`config.mk`:
```
export PLATFORM = sky130hd
export DESIGN_NAME = inspection_reject_sequencer_core
export DESIGN_NICKNAME = d
export VERILOG_FILES = /design/src/sv/irs_pkg.sv /design/src/sv/irs_front.sv /design/src/sv/irs_fifo.sv /design/src/sv/irs_back.sv /design/src/sv/inspection_reject_sequencer_core.sv
export SDC_FILE = /design/constraint.sdc
export NUM_CORES = 1
export LEC_CHECK = 0
export BUFFER_PORTS_ARGS = -buffer_cell sky130_fd_sc_hd__buf_4
export CAP_MARGIN = 10
export CELL_PAD_IN_SITES_DETAIL_PLACEMENT = 1
export CELL_PAD_IN_SITES_GLOBAL_PLACEMENT = 1
export CORE_AREA = 2 2 321 291
export CTS_BUF_LIST = sky130_fd_sc_hd__clkbuf_4 sky130_fd_sc_hd__clkbuf_8 sky130_fd_sc_hd__clkbuf_16
export CTS_CLUSTER_DIAMETER = 60
export CTS_CLUSTER_SIZE = 20
export DETAILED_ROUTE_END_ITERATION = 6
export DIE_AREA = 0 0 323 293
export MAX_ROUTING_LAYER = met4
export PLACE_DENSITY_LB_ADDON = 0.1
export SLEW_MARGIN = 20
export SYNTH_ARGS = -nofsm -noshare
export SYNTH_HDL_FRONTEND = slang
export SYNTH_SLANG_ARGS = --single-unit
```
`constraint.sdc`:
```
create_clock -name clk -period 12 [get_ports clk]
set_clock_uncertainty 0.1 [all_clocks]
set_input_delay 1.8 -clock clk [delete_from_list [all_inputs] [get_ports clk]]
set_output_delay 1.8 -clock clk [all_outputs]
set_load 0.01 [all_outputs]
```
`src/sv/irs_pkg.sv`:
```
// Shared types and constants for the inspection reject sequencer.
// Used by every module under sv/; no dependencies of its own.
package irs_pkg;

	typedef enum logic [1:0] {
		KIND_TICK    = 2'd0,
		KIND_VERDICT = 2'd1,
		KIND_ANGLE   = 2'd2,
		KIND_SWEEP   = 2'd3
	} kind_t;

	typedef enum logic [2:0] {
		PH_IDLE   = 3'd0,
		PH_AWAIT  = 3'd1,
		PH_PASS   = 3'd2,
		PH_RISE   = 3'd3,
		PH_HOLD   = 3'd4,
		PH_RETURN = 3'd5,
		PH_ALERT  = 3'd6
	} phase_t;

	typedef enum logic [3:0] {
		ACT_NONE      = 4'd0,
		ACT_NOTIFY    = 4'd1,
		ACT_SERVO     = 4'd2,
		ACT_RED_ON    = 4'd3,
		ACT_RED_OFF   = 4'd4,
		ACT_BUZ_ON    = 4'd5,
		ACT_BUZ_OFF   = 4'd6,
		ACT_GREEN_ON  = 4'd7,
		ACT_GREEN_OFF = 4'd8
	} act_t;

	typedef enum logic [2:0] {
		REG_MANUAL_MODE = 3'd0,
		REG_DEBOUNCE    = 3'd1,
		REG_TIMEOUT     = 3'd2,
		REG_REJECT_HOLD = 3'd3,
		REG_ALERT_HOLD  = 3'd4,
		REG_PASS_SIGNAL = 3'd5,
		REG_REJECT_ANG  = 3'd6,
		REG_REST_ANG    = 3'd7
	} reg_idx_t;

	localparam logic [1:0] ST_IDLE      = 2'd0;
	localparam logic [1:0] ST_AWAIT     = 2'd1;
	localparam logic [1:0] ST_PASSING   = 2'd2;
	localparam logic [1:0] ST_REJECTING = 2'd3;

	localparam logic [7:0] ANGLE_MAX = 8'd180;

	localparam int MAX_RES = 3;

	typedef struct packed {
		logic        manual_mode;
		logic [15:0] debounce_ms;
		logic [15:0] verdict_timeout_ms;
		logic [15:0] reject_hold_ms;
		logic [15:0] alert_hold_ms;
		logic [15:0] pass_signal_ms;
		logic [7:0]  reject_angle;
		logic [7:0]  rest_angle;
	} cfg_t;

	// One accepted event and all the result beats it causes.
	typedef struct packed {
		logic [1:0]              n_res;
		logic [MAX_RES-1:0][3:0] act;
		logic [MAX_RES-1:0][7:0] ang;
		logic [1:0]              status;
		logic                    seen;
		logic [31:0]             passes;
		logic [31:0]             rejects;
	} pkt_t;

	typedef struct packed {
		logic full;
		logic empty;
	} q_stat_t;

endpackage

```
`src/sv/irs_front.sv`:
```
// Front end: accepts events, runs the sequencer state and builds one result packet.
// Depends on irs_pkg.
module irs_front #(
	parameter int REJECT_OUT_MS    = 300,
	parameter int REJECT_RETURN_MS = 300
) (
	input  logic               clk,
	input  logic               arst_n,
	input  irs_pkg::cfg_t      cfg,
	input  logic               accept,
	input  logic [1:0]         kind,
	input  logic [31:0]        now_ms,
	input  logic               sensor_present,
	input  logic               verdict_reject,
	input  logic signed [15:0] angle,
	output irs_pkg::pkt_t      pkt
);

	localparam logic [15:0] OUT_DUR = 16'(REJECT_OUT_MS);
	localparam logic [15:0] RET_DUR = 16'(REJECT_RETURN_MS);

	irs_pkg::phase_t phase_q, phase_n, ph_eff;
	logic        latched_q, latched_n;
	logic        wclr_q, wclr_n, wclr_tick;
	logic        level_q, level_n;
	logic        alerted_q, alerted_n;
	logic [31:0] deb_start_q, deb_start_n, deb_eff, deb_diff;
	logic [31:0] ph_start_q, ph_start_n, p_diff;
	logic [31:0] pass_q, pass_n, rej_q, rej_n;
	logic [15:0] dur;
	logic        is_tick, notify, elapsed;
	logic [7:0]  clamp_ang;

	assign is_tick   = irs_pkg::kind_t'(kind) == irs_pkg::KIND_TICK;
	assign deb_eff   = (sensor_present && !latched_q) ? now_ms : deb_start_q;
	assign deb_diff  = now_ms - deb_eff;
	assign wclr_tick = sensor_present ? wclr_q : 1'b0;
	assign notify    = is_tick && phase_q == irs_pkg::PH_IDLE && !wclr_tick && sensor_present
		&& deb_diff >= {16'd0, cfg.debounce_ms};
	assign ph_eff    = notify ? irs_pkg::PH_AWAIT : phase_q;
	assign p_diff    = notify ? 32'd0 : now_ms - ph_start_q;

	always_comb begin
		case (ph_eff)
			irs_pkg::PH_AWAIT:  dur = cfg.verdict_timeout_ms;
			irs_pkg::PH_RISE:   dur = OUT_DUR;
			irs_pkg::PH_HOLD:   dur = cfg.reject_hold_ms;
			irs_pkg::PH_RETURN: dur = RET_DUR;
			irs_pkg::PH_ALERT:  dur = cfg.alert_hold_ms;
			irs_pkg::PH_PASS:   dur = cfg.pass_signal_ms;
			default:            dur = 16'd0;
		endcase
	end

	assign elapsed = p_diff >= {16'd0, dur};

	always_comb begin
		if (angle[15])
			clamp_ang = 8'd0;
		else if (angle > $signed({8'd0, irs_pkg::ANGLE_MAX}))
			clamp_ang = irs_pkg::ANGLE_MAX;
		else
			clamp_ang = angle[7:0];
	end

	always_comb begin
		logic [1:0] idx;
		idx         = 2'd0;
		phase_n     = phase_q;
		latched_n   = latched_q;
		wclr_n      = wclr_q;
		level_n     = level_q;
		alerted_n   = alerted_q;
		deb_start_n = deb_start_q;
		ph_start_n  = ph_start_q;
		pass_n      = pass_q;
		rej_n       = rej_q;
		pkt         = '0;
		unique case (irs_pkg::kind_t'(kind))
			irs_pkg::KIND_TICK: begin
				level_n     = sensor_present;
				latched_n   = sensor_present;
				deb_start_n = deb_eff;
				wclr_n      = wclr_tick;
				if (notify) begin
					phase_n      = irs_pkg::PH_AWAIT;
					ph_start_n   = now_ms;
					wclr_n       = 1'b1;
					pkt.act[idx] = irs_pkg::ACT_NOTIFY;
					idx          = idx + 2'd1;
				end
				if (elapsed) begin
					case (ph_eff)
						irs_pkg::PH_AWAIT: begin
							pass_n       = pass_q + 32'd1;
							phase_n      = irs_pkg::PH_PASS;
							ph_start_n   = now_ms;
							pkt.act[idx] = irs_pkg::ACT_GREEN_ON;
							idx          = idx + 2'd1;
						end
						irs_pkg::PH_RISE: begin
							phase_n    = irs_pkg::PH_HOLD;
							ph_start_n = now_ms;
						end
						irs_pkg::PH_HOLD: begin
							phase_n      = irs_pkg::PH_RETURN;
							ph_start_n   = now_ms;
							pkt.act[idx] = irs_pkg::ACT_SERVO;
							pkt.ang[idx] = cfg.rest_angle;
							idx          = idx + 2'd1;
						end
						irs_pkg::PH_RETURN: begin
							phase_n = irs_pkg::PH_IDLE;
							wclr_n  = 1'b1;
							if (alerted_q) begin
								pkt.act[idx] = irs_pkg::ACT_RED_OFF;
								idx          = idx + 2'd1;
								pkt.act[idx] = irs_pkg::ACT_BUZ_OFF;
								idx          = idx + 2'd1;
								alerted_n    = 1'b0;
							end
						end
						irs_pkg::PH_ALERT: begin
							phase_n      = irs_pkg::PH_IDLE;
							wclr_n       = 1'b1;
							pkt.act[idx] = irs_pkg::ACT_RED_OFF;
							idx          = idx + 2'd1;
							pkt.act[idx] = irs_pkg::ACT_BUZ_OFF;
							idx          = idx + 2'd1;
						end
						irs_pkg::PH_PASS: begin
							phase_n      = irs_pkg::PH_IDLE;
							wclr_n       = 1'b1;
							pkt.act[idx] = irs_pkg::ACT_GREEN_OFF;
							idx          = idx + 2'd1;
						end
						default: ;
					endcase
				end
			end
			irs_pkg::KIND_VERDICT: begin
				if (phase_q == irs_pkg::PH_AWAIT) begin
					ph_start_n = now_ms;
					if (!verdict_reject) begin
						pass_n       = pass_q + 32'd1;
						phase_n      = irs_pkg::PH_PASS;
						pkt.act[idx] = irs_pkg::ACT_GREEN_ON;
						idx          = idx + 2'd1;
					end else begin
						rej_n = rej_q + 32'd1;
						if (!cfg.manual_mode) begin
							alerted_n    = 1'b1;
							phase_n      = irs_pkg::PH_RISE;
							pkt.act[idx] = irs_pkg::ACT_SERVO;
							pkt.ang[idx] = cfg.reject_angle;
							idx          = idx + 2'd1;
						end else begin
							phase_n = irs_pkg::PH_ALERT;
						end
						pkt.act[idx] = irs_pkg::ACT_RED_ON;
						idx          = idx + 2'd1;
						pkt.act[idx] = irs_pkg::ACT_BUZ_ON;
						idx          = idx + 2'd1;
					end
				end
			end
			irs_pkg::KIND_ANGLE: begin
				if (cfg.manual_mode && phase_q == irs_pkg::PH_IDLE) begin
					pkt.act[idx] = irs_pkg::ACT_SERVO;
					pkt.ang[idx] = clamp_ang;
					idx          = idx + 2'd1;
				end
			end
			irs_pkg::KIND_SWEEP: begin
				if (cfg.manual_mode && phase_q == irs_pkg::PH_IDLE) begin
					alerted_n    = 1'b0;
					phase_n      = irs_pkg::PH_RISE;
					ph_start_n   = now_ms;
					pkt.act[idx] = irs_pkg::ACT_SERVO;
					pkt.ang[idx] = cfg.reject_angle;
					idx          = idx + 2'd1;
				end
			end
			default: ;
		endcase
		// an event with no action still yields one beat
		pkt.n_res = (idx == 2'd0) ? 2'd1 : idx;
		case (phase_n)
			irs_pkg::PH_IDLE:  pkt.status = irs_pkg::ST_IDLE;
			irs_pkg::PH_AWAIT: pkt.status = irs_pkg::ST_AWAIT;
			irs_pkg::PH_PASS:  pkt.status = irs_pkg::ST_PASSING;
			default:           pkt.status = irs_pkg::ST_REJECTING;
		endcase
		pkt.seen    = level_n;
		pkt.passes  = pass_n;
		pkt.rejects = rej_n;
	end

	always_ff @(posedge clk or negedge arst_n) begin
		if (!arst_n) begin
			phase_q     <= irs_pkg::PH_IDLE;
			latched_q   <= 1'b0;
			wclr_q      <= 1'b0;
			level_q     <= 1'b0;
			alerted_q   <= 1'b0;
			deb_start_q <= '0;
			ph_start_q  <= '0;
			pass_q      <= '0;
			rej_q       <= '0;
		end else if (accept) begin
			phase_q     <= phase_n;
			latched_q   <= latched_n;
			wclr_q      <= wclr_n;
			level_q     <= level_n;
			alerted_q   <= alerted_n;
			deb_start_q <= deb_start_n;
			ph_start_q  <= ph_start_n;
			pass_q      <= pass_n;
			rej_q       <= rej_n;
		end
	end

endmodule

```
`src/sv/irs_fifo.sv`:
```
// Short packet queue between the front end and the result sequencer.
// Depends on irs_pkg.
module irs_fifo #(
	parameter int DEPTH = 4
) (
	input  logic              clk,
	input  logic              arst_n,
	input  logic              push,
	input  irs_pkg::pkt_t     wr_pkt,
	input  logic              pop,
	output irs_pkg::pkt_t     head,
	output irs_pkg::q_stat_t  stat
);

	localparam int PW = (DEPTH > 1) ? $clog2(DEPTH) : 1;
	localparam int CW = $clog2(DEPTH + 1);

	irs_pkg::pkt_t mem_q [DEPTH];
	logic [PW-1:0] wr_ptr_q, rd_ptr_q;
	logic [CW-1:0] cnt_q;

	assign stat.full  = cnt_q == CW'(DEPTH);
	assign stat.empty = cnt_q == '0;
	assign head       = mem_q[rd_ptr_q];

	always_ff @(posedge clk) begin
		if (push)
			mem_q[wr_ptr_q] <= wr_pkt;
	end

	always_ff @(posedge clk or negedge arst_n) begin
		if (!arst_n) begin
			wr_ptr_q <= '0;
			rd_ptr_q <= '0;
			cnt_q    <= '0;
		end else begin
			if (push)
				wr_ptr_q <= (wr_ptr_q == PW'(DEPTH - 1)) ? '0 : wr_ptr_q + 1'b1;
			if (pop)
				rd_ptr_q <= (rd_ptr_q == PW'(DEPTH - 1)) ? '0 : rd_ptr_q + 1'b1;
			case ({push, pop})
				2'b10:   cnt_q <= cnt_q + 1'b1;
				2'b01:   cnt_q <= cnt_q - 1'b1;
				default: cnt_q <= cnt_q;
			endcase
		end
	end

	a_cnt_bound: assert property (@(posedge clk) disable iff (!arst_n)
		cnt_q <= CW'(DEPTH))
		else $error("queue count above depth");

	a_no_overflow: assert property (@(posedge clk) disable iff (!arst_n)
		!(push && stat.full && !pop))
		else $error("push into full queue");

endmodule

```
`src/sv/irs_back.sv`:
```
// Back end: walks the head packet and sends its result beats one per cycle while m_tready is high.
// Depends on irs_pkg.
module irs_back (
	input  logic              clk,
	input  logic              arst_n,
	input  irs_pkg::pkt_t     head,
	input  irs_pkg::q_stat_t  stat,
	output logic              pop,
	output logic              m_tvalid,
	input  logic              m_tready,
	output logic [79:0]       m_tdata,
	output logic [3:0]        m_tuser,
	output logic              m_tlast
);

	logic [1:0] idx_q;
	logic       beat;

	assign m_tvalid = !stat.empty;
	assign m_tlast  = idx_q == head.n_res - 2'd1;
	assign beat     = m_tvalid && m_tready;
	assign pop      = beat && m_tlast;
	assign m_tuser  = head.act[idx_q];
	assign m_tdata  = {5'd0, head.rejects, head.passes, head.seen, head.status,
		head.ang[idx_q]};

	always_ff @(posedge clk or negedge arst_n) begin
		if (!arst_n)
			idx_q <= '0;
		else if (beat)
			idx_q <= m_tlast ? 2'd0 : idx_q + 2'd1;
	end

	a_idx_in_pkt: assert property (@(posedge clk) disable iff (!arst_n)
		m_tvalid |-> (head.n_res != 2'd0) && (idx_q < head.n_res))
		else $error("beat index outside packet");

	a_pkt_continues: assert property (@(posedge clk) disable iff (!arst_n)
		(beat && !m_tlast) |=> m_tvalid)
		else $error("packet dropped before last beat");

endmodule

```
`src/sv/inspection_reject_sequencer_core.sv`:
```
// Top level of the inspection reject sequencer: register file, front end,
// packet queue and result sequencer. Depends on irs_pkg, irs_front, irs_fifo, irs_back.
//
// Channel   Dir  Beat holds
// -------   ---  -------------------------------------------------------------
// s_*       in   one event: tuser kind, tdata now_ms/sensor/verdict/angle
// m_*       out  one result: tuser action, tdata angle/status/counts, tlast
// APB       in   register writes and reads, 5-bit byte address, 32-bit data
//
// Flow: an event is taken and queued as a packet of one to three result beats;
// the result side sends one beat a cycle while m_tready is high, so single-result
// events can be sustained at one event per cycle; events with more beats are
// limited by the output beat rate of the result sequencer.
// Reset: arst_n clears sequencer state, counters, queue and registers to defaults.
// Stalls: s_tready drops only when the packet queue is full; m_tready low holds
// the current beat while the front end keeps filling the queue.
module inspection_reject_sequencer_core #(
	parameter int REJECT_OUT_MS    = 300,
	parameter int REJECT_RETURN_MS = 300,
	parameter int QUEUE_DEPTH      = 4
) (
	input  logic        clk,
	input  logic        arst_n,
	// s_tdata: now_ms[31:0], sensor_present[32], verdict_reject[33], angle[49:34]
	input  logic        s_tvalid,
	output logic        s_tready,
	input  logic [55:0] s_tdata,
	// s_tuser: kind[1:0]
	input  logic [1:0]  s_tuser,
	// m_tdata: servo_angle[7:0], unit_status[9:8], item_seen[10],
	//          passes[42:11], rejects[74:43]
	output logic        m_tvalid,
	input  logic        m_tready,
	output logic [79:0] m_tdata,
	// m_tuser: action[3:0]
	output logic [3:0]  m_tuser,
	output logic        m_tlast,
	input  logic        psel,
	input  logic        penable,
	input  logic        pwrite,
	input  logic [4:0]  paddr,
	input  logic [31:0] pwdata,
	output logic [31:0] prdata,
	output logic        pready
);

	irs_pkg::cfg_t     cfg_q;
	irs_pkg::pkt_t     new_pkt, head_pkt;
	irs_pkg::q_stat_t  q_stat;
	logic              accept, pop, wr_en;
	irs_pkg::reg_idx_t reg_idx;

	assign pready  = 1'b1;
	assign wr_en   = psel && penable && pwrite && pready;
	assign reg_idx = irs_pkg::reg_idx_t'(paddr[4:2]);

	// Register file: user rule, written only while the block is idle, so no shadowing; not enforced by the block.
	always_ff @(posedge clk or negedge arst_n) begin
		if (!arst_n) begin
			cfg_q.manual_mode        <= 1'b0;
			cfg_q.debounce_ms        <= 16'd50;
			cfg_q.verdict_timeout_ms <= 16'd2000;
			cfg_q.reject_hold_ms     <= 16'd500;
			cfg_q.alert_hold_ms      <= 16'd1000;
			cfg_q.pass_signal_ms     <= 16'd500;
			cfg_q.reject_angle       <= 8'd90;
			cfg_q.rest_angle         <= 8'd0;
		end else if (wr_en) begin
			unique case (reg_idx)
				irs_pkg::REG_MANUAL_MODE: cfg_q.manual_mode        <= pwdata[0];
				irs_pkg::REG_DEBOUNCE:    cfg_q.debounce_ms        <= pwdata[15:0];
				irs_pkg::REG_TIMEOUT:     cfg_q.verdict_timeout_ms <= pwdata[15:0];
				irs_pkg::REG_REJECT_HOLD: cfg_q.reject_hold_ms     <= pwdata[15:0];
				irs_pkg::REG_ALERT_HOLD:  cfg_q.alert_hold_ms      <= pwdata[15:0];
				irs_pkg::REG_PASS_SIGNAL: cfg_q.pass_signal_ms     <= pwdata[15:0];
				irs_pkg::REG_REJECT_ANG:  cfg_q.reject_angle       <= pwdata[7:0];
				irs_pkg::REG_REST_ANG:    cfg_q.rest_angle         <= pwdata[7:0];
				default: ;
			endcase
		end
	end

	// Read back: zero-extend each register to the bus width.
	always_comb begin
		unique case (reg_idx)
			irs_pkg::REG_MANUAL_MODE: prdata = {31'd0, cfg_q.manual_mode};
			irs_pkg::REG_DEBOUNCE:    prdata = {16'd0, cfg_q.debounce_ms};
			irs_pkg::REG_TIMEOUT:     prdata = {16'd0, cfg_q.verdict_timeout_ms};
			irs_pkg::REG_REJECT_HOLD: prdata = {16'd0, cfg_q.reject_hold_ms};
			irs_pkg::REG_ALERT_HOLD:  prdata = {16'd0, cfg_q.alert_hold_ms};
			irs_pkg::REG_PASS_SIGNAL: prdata = {16'd0, cfg_q.pass_signal_ms};
			irs_pkg::REG_REJECT_ANG:  prdata = {24'd0, cfg_q.reject_angle};
			irs_pkg::REG_REST_ANG:    prdata = {24'd0, cfg_q.rest_angle};
			default:                  prdata = 32'd0;
		endcase
	end

	// Take an event whenever the queue has room; the packet lands the same edge.
	assign s_tready = !q_stat.full;
	assign accept   = s_tvalid && s_tready;

	irs_front #(
		.REJECT_OUT_MS    (REJECT_OUT_MS),
		.REJECT_RETURN_MS (REJECT_RETURN_MS)
	) u_front (
		.clk            (clk),
		.arst_n         (arst_n),
		.cfg            (cfg_q),
		.accept         (accept),
		.kind           (s_tuser),
		.now_ms         (s_tdata[31:0]),
		.sensor_present (s_tdata[32]),
		.verdict_reject (s_tdata[33]),
		.angle          (s_tdata[49:34]),
		.pkt            (new_pkt)
	);

	irs_fifo #(
		.DEPTH (QUEUE_DEPTH)
	) u_fifo (
		.clk    (clk),
		.arst_n (arst_n),
		.push   (accept),
		.wr_pkt (new_pkt),
		.pop    (pop),
		.head   (head_pkt),
		.stat   (q_stat)
	);

	// Drain the head packet beat by beat; pop it on its last beat.
	irs_back u_back (
		.clk      (clk),
		.arst_n   (arst_n),
		.head     (head_pkt),
		.stat     (q_stat),
		.pop      (pop),
		.m_tvalid (m_tvalid),
		.m_tready (m_tready),
		.m_tdata  (m_tdata),
		.m_tuser  (m_tuser),
		.m_tlast  (m_tlast)
	);

endmodule

```
==> impl_metrics.ini, run 1 <==
[synthesis]
ys_seq_area_share_pct = 52.38
syn_inst = 2742
synth-main-ff-cell = edfxtp_1
synthArstFlopShare_pct = 38.56
yosysUniqueCellTypes = 110
synth_edf_count = 384
synth-seq-cells = 625
yosys_warnings = 0
synth_area_per_cell_um2 = 12.26
syn_area_um2 = 33600

[layout]
fillers = 9600
final_common_cell = edfxtp_1
drive_gt1_share_pct = 23.56
finalNetCount = 3078
area_growth_pct = 14.03
final_cell_mix = edfxtp_1, dfrtp_1, buf_4
fin_util_pct = 42.15

[setup_path]
worstPathArrival_ns = 10.79
rr_startpoint = u_front.latched_q$_DFFE_PN0P_
critPathKind = input pin to flip-flop
crit_required_ns = 12.25
path_buf_inv = 4
rrSetupSlack_ns = 2.24
slowest_delay_ns = 0.51
crit_cells = 37
cp-endpoint = u_fifo.mem_q[3][66]$_DFFE_PP_
cp-end-kind = flip-flop
crit_start = s_tdata[32]
start_kind = input pin
crit_slowest_cell = or3_4
rr_worst_depth = 36
cp_max_fo = 53
r2r-end = u_fifo.mem_q[3][66]$_DFFE_PP_
critPathTopFamily = compound AO/OA/AOI/OAI gates

[clocking]
worstSkewPairLatency_ns = 0.67
cts_hold_buf = 0
h-tree-depth = 2
clock_sinks = 625
cts_setup_buffers = 0
path_clk_slew_ns = 0.07
cts_resized = 0
cts-buffers-inserted = 59
root_buffer = clkbuf_16
cts_buffer_depth = 3
cts_tree = built

[pwr]
ir_drop_uv = 134.5
p_leak_nw = 14.76
power_density_nw_per_um2 = 231.2

[global_route]
grt_pass1_vias = 24719
antenna_found_initial = 2
grt_start_max_net_pins = 158
grt_pass1_wl_mm = 148.2
overflow = 0
grt_util_all_layers_pct = 20.74

[flow_run]
drv_cap = 0

[detailed_routing]
drt-met1-wl_mm = 42.47
drc = 0
via_per_inst = 5.523
routed-wl-met2_mm = 48.19
first_pass_iters = 5
drtIter0Drc = 1329
wl_per_cell_um = 22.93
highest_layer = met4
ant_nets = 0
vias = 23003
wl_mm = 95.48
routed-wl-met3_mm = 2.927

[timing]
rsz0062_at_grt = no
setup_violations = 0
slew_headroom_pct = 24.64
period_share_pct = 87.82
setup_tns_ns = 0
max_freq_mhz = 94.89
hold_violations = 0
worst_pin_slew_ns = 1.129
fin_crit_ns = 10.54
maxSlewViolCount = 0

[die]
start_util_pct = 36.96
ios = 222
dieArea_um2 = 94640
die_w_um = 323
coreArea_um2 = 90910
rows = 105
die_y_um = 293

[placed_design]
portBuffers = 175
dpl.hpwl_mm = 65.59
place_congestion = 0.8271

[hold_path]
min_path_type = flip-flop to flip-flop

[run_status]
status = finished clean
layout make-up:
type	count	area (um^2)	share of cell area (%)
flip-flops and latches	625	17610	45.95
multi-input cells	1895	15040	39.25
repair buffers	205	1579	4.121
clock buffers	67	1562	4.075
well taps	1230	1539	4.016
clock inverters	45	625.6	1.633
inverters	96	360.3	0.9404
diodes	2	5.005	0.01306
sequential cells by signal, indices dropped and copies added, names as in the netlist, 3 cells and up:
| register | flops |
|---|---|
| u_fifo.mem_q | 384 |
| cfg_q | 97 |
| u_front.deb_start_q | 32 |
| u_front.pass_q | 32 |
| u_front.ph_start_q | 32 |
| u_front.rej_q | 32 |
| u_fifo.cnt_q | 3 |
| u_front.phase_q | 3 |
Yosys cell counts, drive strengths merged, types with 14 or more instances:
cell / instances / share of area, %
edfxtp: 384 / 34
a41oi: 27 / 1.2
nand3: 73 / 1.1
ha: 92 / 3.4
o22ai: 24 / 0.45
a22oi: 18 / 0.40
nand4: 43 / 0.80
a31oi: 29 / 0.56
mux2i: 62 / 1.8
nand2b: 20 / 0.39
o211ai: 14 / 0.34
nand2: 186 / 2.1
clkbuf: 107 / 1.2
nor2: 193 / 2.2
buf: 79 / 1.5
and3: 51 / 0.95
xor2: 62 / 1.6
inv: 94 / 1.0
dfrtp: 210 / 16
a21o: 40 / 0.89
nor4: 15 / 0.32
a21oi: 123 / 1.9
or3: 15 / 0.29
mux4: 98 / 6.6
o21ai: 118 / 1.8
mux2: 155 / 5.2
nor3: 33 / 0.52
dfstp: 31 / 2.4
a32oi: 23 / 1.0
and2: 14 / 0.27
o21a: 16 / 0.36
a221oi: 16 / 0.42
xnor2: 102 / 2.7
nor2b: 23 / 0.43
kinds of logic after synthesis:
family / share of synthesized area, %
DFF: 52.38
muxes: 13.61
other: 0.02235
xor gates and xnor gates: 4.274
adders and majority gates: 3.790
AOI/OAI and AO/OA: 11.98
and+or+nand+nor: 10.22
buffers and inverters: 3.727
worst register-to-register path, delay by kind of cell, from the launching register on:
family | cells | cell delay (ns)
flip-flops | 1 | 0.42
AO/OA/AOI/OAI | 18 | 4.44
XOR/XNOR | 1 | 0.24
buffers and inverters | 3 | 0.51
adder cells (fa/ha/maj) | 4 | 1.14
AND/OR/NAND/NOR | 10 | 2.62
worst min-delay path by stage:
| stage | start | to | slack (ns) | cells past startpoint |
|---|---|---|---|---|
| 2_1_floorplan | u_front.level_q$_DFFE_PN0P_ | u_front.level_q$_DFFE_PN0P_ | 0.35 | 2 |
| 3_3_place_gp | u_front.deb_start_q[16]$_DFFE_PN0P_ | u_front.deb_start_q[16]$_DFFE_PN0P_ | 0.36 | 2 |
| 3_5_place_dp | u_front.deb_start_q[24]$_DFFE_PN0P_ | u_front.deb_start_q[24]$_DFFE_PN0P_ | 0.37 | 2 |
| 4_1_cts | u_front.deb_start_q[24]$_DFFE_PN0P_ | u_front.deb_start_q[24]$_DFFE_PN0P_ | 0.39 | 2 |
| 5_1_grt | u_fifo.cnt_q[2]$_DFFE_PN0P_ | u_fifo.cnt_q[2]$_DFFE_PN0P_ | 0.41 | 1 |
| 6_report | u_front.deb_start_q[24]$_DFFE_PN0P_ | u_front.deb_start_q[24]$_DFFE_PN0P_ | 0.38 | 2 |
routing by layer:
metal | up-vias | GRT usage, %
met5 | - | -
li1 | 10580 | -
met4 | 0 | 4.855
met3 | 109 | 2.268
met2 | 350 | 35.63
met1 | 11964 | 26.29
power by group:
part	internal (mW)	switching (mW)
Clock	1.07	0.986
Sequential	2.80	0.272
Combinational	1.57	2.16
Total	5.44	3.42
metrics by stage:
step	std cells	setup WS, ns	hold WS, ns	instance area [um^2]	total power [mW]
2_1_floorplan	2802	2.062	0.3457	33830	5.569
3_3_place_gp	4050	0.7327	0.3628	36080	6.804
3_5_place_dp	4050	0.6822	0.3701	36090	6.908
4_1_cts	4162	1.352	0.3861	38280	9.006
5_1_grt	4165	0.4437	0.4104	38320	9.460
6_report	4165	1.461	0.3808	38320	8.861
Note: power is estimated with default switching activity, not from simulation.
==> run 2: changes to the inputs <==
--- a/config.mk
+++ b/config.mk
@@ -5,16 +5,17 @@
 export SDC_FILE = /design/constraint.sdc
 export NUM_CORES = 1
 export LEC_CHECK = 0
+export ABC_AREA = 1
 export BUFFER_PORTS_ARGS = -buffer_cell sky130_fd_sc_hd__buf_4
 export CAP_MARGIN = 10
 export CELL_PAD_IN_SITES_DETAIL_PLACEMENT = 1
 export CELL_PAD_IN_SITES_GLOBAL_PLACEMENT = 1
-export CORE_AREA = 2 2 321 291
+export CORE_AREA = 2 2 320 291
 export CTS_BUF_LIST = sky130_fd_sc_hd__clkbuf_4 sky130_fd_sc_hd__clkbuf_8 sky130_fd_sc_hd__clkbuf_16
 export CTS_CLUSTER_DIAMETER = 60
 export CTS_CLUSTER_SIZE = 20
 export DETAILED_ROUTE_END_ITERATION = 6
-export DIE_AREA = 0 0 323 293
+export DIE_AREA = 0 0 322 293
 export MAX_ROUTING_LAYER = met4
 export PLACE_DENSITY_LB_ADDON = 0.1
 export SLEW_MARGIN = 20
==> run 2 against run 1 <==
- non-clock buffer count rose by 7
- clock-buffer cell count decreased by 1
- global-route usage increased by 2.0 points
- setup slack improved by 0.76 ns
- fmax increased by 7.8%
- synthesized cell count is 40% higher
==> impl_metrics.ini, run 2 <==
[detailed_routing]
routed-wl-met2_mm = 50.01
drt-met1-wl_mm = 47.91
wl_per_cell_um = 20.07
drc = 0
highest_layer = met4
vias = 27174
routed-wl-met3_mm = 4.160
first_pass_iters = 7
wl_mm = 104.4
drtIter0Drc = 1450
via_per_inst = 5.222
ant_nets = 0

[synthesis]
yosysUniqueCellTypes = 53
syn_inst = 3826
synth_most_common_cell = nand2_1
synth_area_per_cell_um2 = 8.742
synth-seq-cells = 625
synth_edf_count = 384
yosys-top-cells-count = nand2_1, o21ai_0, nor2_1, inv_1, edfxtp_1
synth.area.top_cells = edfxtp_1, dfrtp_1, nand2_1
synthDominantCellAreaShare_pct = 34.48
synthArstFlopShare_pct = 38.56
ys_seq_area_share_pct = 52.62
yosys_warnings = 0
synth_area_leader_cell = edfxtp_1
synth-main-ff-cell = edfxtp_1
syn_area_um2 = 33450

[clocking]
h-tree-depth = 2
cts-buffers-inserted = 57
root_buffer = clkbuf_16
cts_buffer_depth = 3
path_clk_slew_ns = 0.06
worstSkewPairLatency_ns = 0.65
cts_tree = built
cts_hold_buf = 0
cts_resized = 0
clock_sinks = 625
cts_setup_buffers = 0

[setup_path]
cp-end-kind = flip-flop
slowest_delay_ns = 0.76
path_buf_inv = 3
crit_required_ns = 12.22
cpMostUsedCell = nand2_1
crit_slowest_cell = a221oi_1
cp_max_fo = 36
critPathKind = input pin to flip-flop
worstPathArrival_ns = 10.00
start_kind = input pin
critPathTopFamily = simple AND/OR/NAND/NOR gates

[layout]
fillers = 10655
drive_gt1_share_pct = 10.58
finalNetCount = 4172
regMostFlops = u_fifo.mem_q
final_cell_mix = nand2_1, o21ai_0, inv_1
largest_register_ffs = 384
area_growth_pct = 13.70
regArea_um2 = 17610
multi_input_area_um2 = 13780
final_common_cell = nand2_1
layout.cells.non_filler = 5204
reg_top3 = u_fifo.mem_q (384), cfg_q (97)

[placed_design]
dpl.hpwl_mm = 71.87
portBuffers = 175
dp_cells = 5094
place_congestion = 0.8772

[die]
start_util_pct = 36.90
rows = 105
die_w_um = 322
coreArea_um2 = 90650
dieArea_um2 = 94350
ios = 222
die_y_um = 293

[timing]
period_share_pct = 81.48
rsz0062_at_grt = no
hold_ws_ns = 0.3682
max_freq_mhz = 102.3
hold_violations = 0
setup_tns_ns = 0
maxSlewViolCount = 0
fin_crit_ns = 9.778
setup_violations = 0
slew_headroom_pct = 31.71
worst_pin_slew_ns = 1.014

[pwr]
power_mw = 9.521
p_leak_nw = 15.90
power_density_nw_per_um2 = 250.4
ir_drop_uv = 175.2

[flow_run]
drv_cap = 0

[global_route]
antenna_found_initial = 2
grt_start_max_net_pins = 123
grt_util_all_layers_pct = 22.74
grt_pass1_vias = 28122
grt_pass1_wl_mm = 163.3
overflow = 0

[hold_path]
min_path_type = flip-flop to flip-flop

[run_status]
status = finished clean
==> run 2: cell count changes after synthesis, moves of 35 or more <==
cell / delta
mux2i_1: -43
inv_1: +295
xnor2_1: -90
nand2_1: +614
o22ai_1: +71
nand3_1: +132
nor2_1: +197
mux4_2: -98
o21ai_0: +356
mux2_2: -149
a21o_1: -35
and3_1: -50
==> run 2: metal layers <==
layer	track usage (%)	vias to the layer above
met5	-	-
met2	37.79	417
met3	3.040	131
met4	5.368	0
met1	29.49	13362
li1	-	13264
==> run 2: through the flow <==
| step | setup WS, ns | cell area, um^2 | util [%] |
|---|---|---|---|
| 3_3_place_gp | 1.547 | 35990 | 39.70 |
| 4_1_cts | 2.206 | 38010 | 41.93 |
| 6_report | 2.222 | 38030 | 41.95 |
| 2_1_floorplan | 4.016 | 33670 | - |
| 3_5_place_dp | 1.555 | 35990 | 39.70 |
| 5_1_grt | 1.537 | 38030 | 41.95 |
==> run 2: cell type report <==
class | instances | share of cell area, %
timing repair buffer | 212 | 4.205
clock buffer | 66 | 4.037
antenna | 2 | 0.01316
sequential | 625 | 46.30
multi-input combinational | 2672 | 36.25
clock inverter | 42 | 1.273
inverter | 408 | 4.047
tap | 1177 | 3.873
==> run 2: worst paths after layout <==
kind                                                     from                             endpoint  slack, ns  depth (start not counted)
max                                               s_tdata[32]        u_fifo.mem_q[1][50]$_DFFE_PP_       2.22                         38
max reg2reg                     u_front.latched_q$_DFFE_PN0P_        u_fifo.mem_q[1][50]$_DFFE_PP_       3.12                         38
min in group asynchronous                              arst_n  u_front.deb_start_q[26]$_DFFE_PN0P_       1.05                          1
min reg2reg                u_front.ph_start_q[13]$_DFFE_PN0P_   u_front.ph_start_q[13]$_DFFE_PN0P_       0.37                          2
max in group asynchronous                              arst_n                cfg_q[33]$_DFFE_PN0P_       8.74                          3
min                        u_front.ph_start_q[13]$_DFFE_PN0P_   u_front.ph_start_q[13]$_DFFE_PN0P_       0.37                          2
==> run 2: logic make-up after synthesis <==
kind of cell / after synthesis / synth area share (%)
adder cells (fa/ha/maj): 94 / 3.561
AO/OA/AOI/OAI: 847 / 14.16
multiplexers: 19 / 0.5686
AND/OR/NAND/NOR: 1556 / 19.52
other: 2 / 0.02245
buffers and inverters: 589 / 7.082
XOR/XNOR: 94 / 2.462
flip-flops: 625 / 52.62
==> run 2: power by group <==
| group | switching [mW] | internal, mW |
|---|---|---|
| sequential | 0.314 | 2.96 |
| clock | 0.942 | 1.03 |
| combinational | 2.86 | 1.42 |
==> run 2: worst min-delay path: cells and delay by family (launching register included) <==
kind             cells  cell delay (ns)
flip-flops           1             0.34
AND/OR/NAND/NOR      2             0.09
